## config.mk

```make
export PLATFORM = sky130hd
export DESIGN_NAME = sci_div
export DESIGN_NICKNAME = d
export VERILOG_FILES = /design/src/rtl/core/sci_pkg.sv /design/src/rtl/core/sci_div.sv
export SDC_FILE = /design/constraint.sdc
export NUM_CORES = 1
export LEC_CHECK = 0
export ABC_CLOCK_PERIOD_IN_PS = 3000
export BUFFER_PORTS_ARGS = -buffer_cell sky130_fd_sc_hd__buf_4
export CAP_MARGIN = 20
export CORE_MARGIN = 1.5
export CORE_UTILIZATION = 46
export DETAILED_ROUTE_END_ITERATION = 6
export PLACE_DENSITY = 0.74
export SLEW_MARGIN = 5
export SYNTH_ARGS = -nofsm -noshare
export SYNTH_HDL_FRONTEND = slang
export SYNTH_SLANG_ARGS = --single-unit
```

## constraint.sdc

```tcl
create_clock -name clock -period 3 [get_ports clock]
set_clock_uncertainty 0.05 [all_clocks]
set_input_delay 0.15 -clock clock [delete_from_list [all_inputs] [get_ports clock]]
set_output_delay 0.15 -clock clock [all_outputs]
set_load 0.02 [all_outputs]
```

## src/rtl/core/sci_pkg.sv

```systemverilog
// ----------------------------------------------------------------------------
// sci_pkg
// Shared types and constants for the sorted calibration table interpolator.
// ----------------------------------------------------------------------------
package sci_pkg;

   localparam int TABLE_DEPTH_DEF = 512;
   localparam int FREQ_W          = 26;
   localparam int CODE_W          = 12;
   localparam int CNT_OUT_W       = 10;
   localparam int STATUS_W        = 2;
   localparam int CODE_MAX        = 4095;

   // interpolation arithmetic widths
   localparam int NUM_W  = FREQ_W + 1;          // signed freq difference
   localparam int DC_W   = CODE_W + 1;          // signed code difference
   localparam int PROD_W = NUM_W + DC_W;        // product, also divider dividend
   localparam int DEN_W  = FREQ_W;              // segment width
   localparam int SUM_W  = PROD_W + 2;

   localparam logic CMD_ADD   = 1'b0;
   localparam logic CMD_QUERY = 1'b1;

   localparam logic [STATUS_W-1:0] STATUS_OK    = 2'd0;
   localparam logic [STATUS_W-1:0] STATUS_FULL  = 2'd1;
   localparam logic [STATUS_W-1:0] STATUS_SHORT = 2'd2;

   typedef struct packed {
      logic              cmd;
      logic [FREQ_W-1:0] freq_hz;
      logic [CODE_W-1:0] voltage_code;
   } req_type;

   typedef struct packed {
      logic [CODE_W-1:0]    drive_code;
      logic [STATUS_W-1:0]  status;
      logic                 saturated;
      logic [CNT_OUT_W-1:0] point_count;
   } rsp_type;

   typedef struct packed {
      logic [FREQ_W-1:0] freq;
      logic [CODE_W-1:0] code;
   } entry_type;

endpackage

```

## src/rtl/core/sci_div.sv

```systemverilog
// ----------------------------------------------------------------------------
// sci_div
// Unsigned restoring divider, one quotient bit per cycle.
// ----------------------------------------------------------------------------
module sci_div #(
   parameter int NUM_W = sci_pkg::PROD_W,
   parameter int DEN_W = sci_pkg::DEN_W
) (
   input  logic             clock,
   input  logic             reset,
   input  logic             start,
   input  logic [NUM_W-1:0] dividend,
   input  logic [DEN_W-1:0] divisor,
   output logic             done,
   output logic [NUM_W-1:0] quotient
);

   localparam int CNT_W = $clog2(NUM_W + 1);

   logic             run_ff, run_in;
   logic             done_ff, done_in;
   logic [CNT_W-1:0] cnt_ff, cnt_in;
   logic [DEN_W-1:0] rem_ff, rem_in;
   logic [NUM_W-1:0] quo_ff, quo_in;
   logic [DEN_W-1:0] dvs_ff, dvs_in;
   logic [DEN_W:0]   trial;
   logic [DEN_W:0]   diff;

   assign trial = {rem_ff, quo_ff[NUM_W-1]};
   assign diff  = trial - {1'b0, dvs_ff};

   always_comb begin
      run_in  = run_ff;
      done_in = 1'b0;
      cnt_in  = cnt_ff;
      rem_in  = rem_ff;
      quo_in  = quo_ff;
      dvs_in  = dvs_ff;
      if (start) begin
         run_in = 1'b1;
         cnt_in = '0;
         rem_in = '0;
         quo_in = dividend;
         dvs_in = divisor;
      end else if (run_ff) begin
         if (trial >= {1'b0, dvs_ff}) begin
            rem_in = diff[DEN_W-1:0];
            quo_in = {quo_ff[NUM_W-2:0], 1'b1};
         end else begin
            rem_in = trial[DEN_W-1:0];
            quo_in = {quo_ff[NUM_W-2:0], 1'b0};
         end
         cnt_in = cnt_ff + 1'b1;
         if (cnt_ff == CNT_W'(NUM_W - 1)) begin
            run_in  = 1'b0;
            done_in = 1'b1;
         end
      end
   end

   always_ff @(posedge clock) begin
      if (reset) begin
         run_ff  <= 1'b0;
         done_ff <= 1'b0;
      end else begin
         run_ff  <= run_in;
         done_ff <= done_in;
      end
      cnt_ff <= cnt_in;
      rem_ff <= rem_in;
      quo_ff <= quo_in;
      dvs_ff <= dvs_in;
   end

   assign done     = done_ff;
   assign quotient = quo_ff;

endmodule

```

======== After elaboration in Yosys (flattened, before gate mapping) ========
Cells that the tools add are included.
word-level totals
  register bits ........................... 100
  bits of input ports ..................... 69
  output and inout bits ................... 41
  logic and storage cells ................. 21
operators by class
  $add $sub $neg .......................... 2
  magnitude comparators ................... 1
  eq/ne operators ......................... 1
  muxes and demuxes ....................... 8
  bitwise gates (word level) .............. 1
  reductions and logical operators ........ 2
operators with widths
  cell                   count
  $mux W40               2
  $ge A27 B26 Y1         1
  $mux W26               1
  $sub A26 B26 Y26       1
  $add A6 B1 Y6 const B  1
  $eq A6 B6 Y1 const B   1
  $mux W1                5
  $reduce_or A3 Y1       1
  $reduce_bool A2 Y1     1
  $not A1 Y1             1

======== Logic depth before layout (Yosys ltp) ========
  word-level depth ........................ 4
  gate-level depth with buffers ........... 11
  mapped depth without buffers ............ 11

======== Worst setup path before layout ========
Ideal clock, no wire load.
  path kind ............................... register to register
  from .................................... register quo_ff[39] (netlist: quotient[39])
  to ...................................... register rem_ff[22]
  setup time .............................. 0.088 ns
  arrival time ............................ 2.907 ns
  data required time ...................... 2.862 ns
  slack ................................... -0.045 ns
  cell stages (with the launch flop) ...... 12
  path buffers ............................ 0
  period minus slack after synthesis ...... 3.045 ns
  cells stage by stage .................... edfxtp_1 > inv_1 > ha_1 > inv_1 > fa_1 > a21o_1 > a221o_1 > a21oi_1 > o31ai_1 > mux2i_1 > or4_1 > a311oi_2
between the ends
  word-level cells in the longest chain between the ends .. 2
  elaborated cells on any way between the ends .. 3
  those cells by class .................... add/sub (1); order compare (1); mux (1)
ends and longest elaborated chain
  element                                             RTL line                      text
  start: declaration                                  sci_div.sv:24                 logic [NUM_W-1:0] quo_ff, quo_in;
  start signal: assignment                            sci_div.sv:71                 quo_ff <= quo_in;
  $sub A26 B26 Y26 or $ge A27 B26 Y1 (tied branches)  sci_div.sv:30, sci_div.sv:46
  $mux W26 (*)                                        sci_div.sv:46                 if (trial >= {1'b0, dvs_ff}) begin
  end signal: assignment                              sci_div.sv:70                 rem_ff <= rem_in;
  end: declaration                                    sci_div.sv:23                 logic [DEN_W-1:0] rem_ff, rem_in;
Mark *: on every way between the ends. The rest lies on a longest branch, timed or not.
A chain may end at the register's enable or synchronous reset.

======== Worst setup path after layout ========
Same ends and word-level chain as after synthesis.

==> impl_summary.md <==
Run status
The checks that failed: DRC. The run finished, with violations left.

Timing
Setup violations remaining at the end of the flow were counted as 0. The fmax is 349 MHz. The final setup TNS is 0 ns. The number of max-slew violations in the final report is 0. Dividing the final minimum period by the clock period gives 0.956. Setup repair after global routing could not meet its margin everywhere. The relative max-transition margin is 0.459. The time the final worst path needs with I/O delays and setup is 2.87 ns. The number of endpoints with negative hold slack in the final report is 0. At the pin with the least slew margin, the transition time is 0.809 ns. The worst hold slack is 0.0384 ns.

Floorplan
The height of the chip is 112 um. The die is 112 um wide. The effective utilization at floorplan is 0.474. After floorplanning, the core was divided into 39 placement rows. For this design the top-level I/O count stands at 110. In this run the standard cell core region covers 11,500 um^2. The area enclosed by the die boundary is 12,500 um^2.

Synthesis
The count of yosys warnings during synthesis is 0. For this run, the leading register cell type out of synthesis is sky130_fd_sc_hd__edfxtp_1. Dividing the synthesized area by the synthesized cell count gives 10.7 um^2. The number of flops mapped to enable cells by yosys is 66. The number of different library cells in the post-synthesis netlist is 55. The total standard cell area after synthesis is 5460 um^2. The number of flip-flops and latches in the synthesized netlist is 100. The synthesized instance count is 509. The net count after synthesis is 606.

The async set or reset register ratio after synthesis is 0. The sequential cell area fraction in the yosys report is 0.488.

Drt
The detailed-router iteration count before antenna repair is 6. The number of DRC markers in iteration 0 is 245. In the final routed layout, each cell accounts on average for 16.8 um.

The via count is 4,474. After detailed routing, the number of remaining DRC violations is 4. The count of nets left with antenna violations after detail routing is 0. In the routed layout, each cell is associated on average with a via count of 5.61.

The final layout contains routed wiring with a total length of 13.4 mm.

Final layout
Relative to the synthesized area, the layout overhead comes to 31.0%. The ratio of cells with drive above 1 in the final layout is 0.313. Summing all flip-flop and latch instances after layout gives 2660 um^2. The final layout contains 746 nets.

The fraction of the core area covered by cells at the end of the flow is 0.621. Counting the fill cells in the layout gives 921. The number of antenna diodes in the final layout is 0. Leaving out fill and tap cells, the most frequent cell in the layout is sky130_fd_sc_hd__buf_4. The top cell types in the final layout, fill and taps aside, are 127 x sky130_fd_sc_hd__buf_4, 66 x sky130_fd_sc_hd__edfxtp_1, 40 x sky130_fd_sc_hd__mux2_2, 40 x sky130_fd_sc_hd__nand2_1, 35 x sky130_fd_sc_hd__nor2_1. The total area of multi-input combinational cells is 2620 um^2.

Clock network
The H-tree generated during clock tree synthesis spans 3 levels. The clock sink count is 100. The root buffer cell is sky130_fd_sc_hd__clkbuf_16. The buffer count from post-CTS setup fixing is 0. Clock-pin slew was measured on the worst setup and hold paths at 0.07 ns. The clock passes through at most 2 buffers.

The number of buffers created by CTS is 9. The clock tree from TritonCTS is done. For the worst-skew pair, the clock arrives at the later sink with an insertion delay of 0.36 ns.

Worst setup path
In this run the critical register-to-register path is launched from quotient[39]. The largest driver fanout on the critical path is 3. The critical path start-end classification is flip-flop to flip-flop.

The critical path starts at quotient[39]. The data required time at the worst endpoint is 3.22 ns. The worst setup path is captured at a flip-flop.

The worst path arrival time is 3.09 ns. STA classifies the critical path startpoint as a flip-flop.

Power
VDD sags by at most 0.506 mV. For this design the static power due to leakage is 3.00 nW. Power spread over the standard cell area amounts to 552 nW/um^2. Overall power consumption after layout is estimated at 3.95 mW.

Global routing
Across every metal layer, demand over resource in global routing totals 0.219. The via count of the first global-routing pass was 4,530. The initial antenna violation count was 0. Entering global routing, the biggest net connects 41 pins. The first global-routing pass estimated 21.8 mm of wire. The remaining global-route overflow is 0.

Place
Once detailed placement completed, the half-perimeter wirelength came to 9.60 mm. The count of buffers added on input and output ports is 109. The last weighted congestion value of the routability-driven placer is 0.881.

Min path
The tightest min-delay check is of the input port to flip-flop type. In this run the most critical hold path is launched from dividend[0].

Job
Max-cap violations in this run came to 0.
routing by layer:
| layer | up-vias | GRT usage | part of all wire |
|---|---|---|---|
| met5 | - | 0 | 0 |
| met4 | 0 | 0.0751 | 0.016 |
| met3 | 17 | 0.0631 | 0.074 |
| met2 | 162 | 0.375 | 0.48 |
| met1 | 2119 | 0.264 | 0.43 |
| li1 | 2176 | - | - |
flip-flops by register name, summed over array words and instances (netlist names):
| name | count |
|---|---|
| dvs_ff | 26 |
| done | 1 |
| rem_ff | 26 |
| quotient | 40 |
| run_ff | 1 |
| cnt_ff | 6 |
final cells by class:
class,count,share of cell area
well taps,143,0.0250
clock inverters,7,0.0180
inverters,31,0.0163
repair buffers,154,0.171
flip-flops and latches,100,0.372
multi-input cells,353,0.366
clock buffers,9,0.0315
synth_stat cells (6+ instances only):
cell | instances | area [um^2]
sky130_fd_sc_hd__nand2_1 | 40 | 150
sky130_fd_sc_hd__xor2_1 | 13 | 114
sky130_fd_sc_hd__ha_1 | 27 | 338
sky130_fd_sc_hd__mux2i_1 | 9 | 90.1
sky130_fd_sc_hd__nand3_1 | 12 | 60.1
sky130_fd_sc_hd__a32oi_1 | 6 | 52.6
sky130_fd_sc_hd__a211oi_1 | 9 | 67.6
sky130_fd_sc_hd__a311oi_1 | 11 | 96.3
sky130_fd_sc_hd__xnor2_1 | 7 | 61.3
sky130_fd_sc_hd__clkbuf_1 | 17 | 63.8
sky130_fd_sc_hd__o21ai_0 | 21 | 105
sky130_fd_sc_hd__edfxtp_1 | 66 | 1980
sky130_fd_sc_hd__mux2_2 | 40 | 450
sky130_fd_sc_hd__nand2b_1 | 8 | 50.1
sky130_fd_sc_hd__a21oi_1 | 28 | 140
sky130_fd_sc_hd__nand4_1 | 7 | 43.8
sky130_fd_sc_hd__inv_1 | 31 | 116
sky130_fd_sc_hd__nor2_1 | 35 | 131
sky130_fd_sc_hd__dfxtp_1 | 34 | 681
sky130_fd_sc_hd__a21o_1 | 10 | 75.1
sky130_fd_sc_hd__nor3_1 | 8 | 40.0
sky130_fd_sc_hd__buf_2 | 6 | 30.0
cell families (layout without fill, tap and decap cells):
kind of cell / Yosys count / after routing / synth area share
and+or+nand+nor: 139 / 139 / 0.126
AOI/OAI and AO/OA: 117 / 117 / 0.148
DFF: 100 / 100 / 0.488
buffers and inverters: 56 / 201 / 0.0408
muxes: 49 / 49 / 0.0990
adders and majority gates: 28 / 28 / 0.0655
xor gates and xnor gates: 20 / 20 / 0.0321
stage by stage:
stage / setup slack (ns) / instances / instance area (um^2)
final: 0.131 / 797 / 7150
after global routing: -0.0137 / 797 / 7150
after CTS: 0.0315 / 797 / 7110
after detailed placement: 0.0784 / 754 / 6490
after global placement: 0.126 / 754 / 6490
after floorplan: 0.0191 / 509 / 5460
power by group:
group | leakage, nW | internal, mW | switching, mW
clock network | 0.170 | 0.829 | 0.532
logic | 1.89 | 0.421 | 0.490
registers | 0.935 | 1.60 | 0.0708
total | 3.00 | 2.85 | 1.09
path summary, 6_finish.rpt:
check	cells past startpoint	endpoint	slack, ns
setup / recovery	11	rem_ff[22]	0.13
hold / removal	3	quotient[0]	0.04
setup reg to reg	11	rem_ff[22]	0.13
hold reg to reg	2	rem_ff[7]	0.45
repair_timing:
| item | in CTS | in global routing |
|---|---|---|
| gates resized for setup | 0 | 11 |
| endpoints found under the hold margin | 28 | 0 |
| hold buffers | 27 | 0 |
| endpoints found under the setup margin | 0 | 7 |
critical path, stage by stage (launching register included):
cell and delay [ns]:
sky130_fd_sc_hd__edfxtp_1 0.40, sky130_fd_sc_hd__inv_1 0.08, sky130_fd_sc_hd__ha_1 0.14, sky130_fd_sc_hd__inv_1 0.05, sky130_fd_sc_hd__fa_2 0.36, sky130_fd_sc_hd__a21o_1 0.20, sky130_fd_sc_hd__a221o_1 0.34, sky130_fd_sc_hd__a21oi_2 0.18
sky130_fd_sc_hd__o31ai_2 0.10, sky130_fd_sc_hd__mux2i_1 0.13, sky130_fd_sc_hd__or4_4 0.53, sky130_fd_sc_hd__a311oi_2 0.23
No activity file was read; power rests on OpenSTA's default activity.
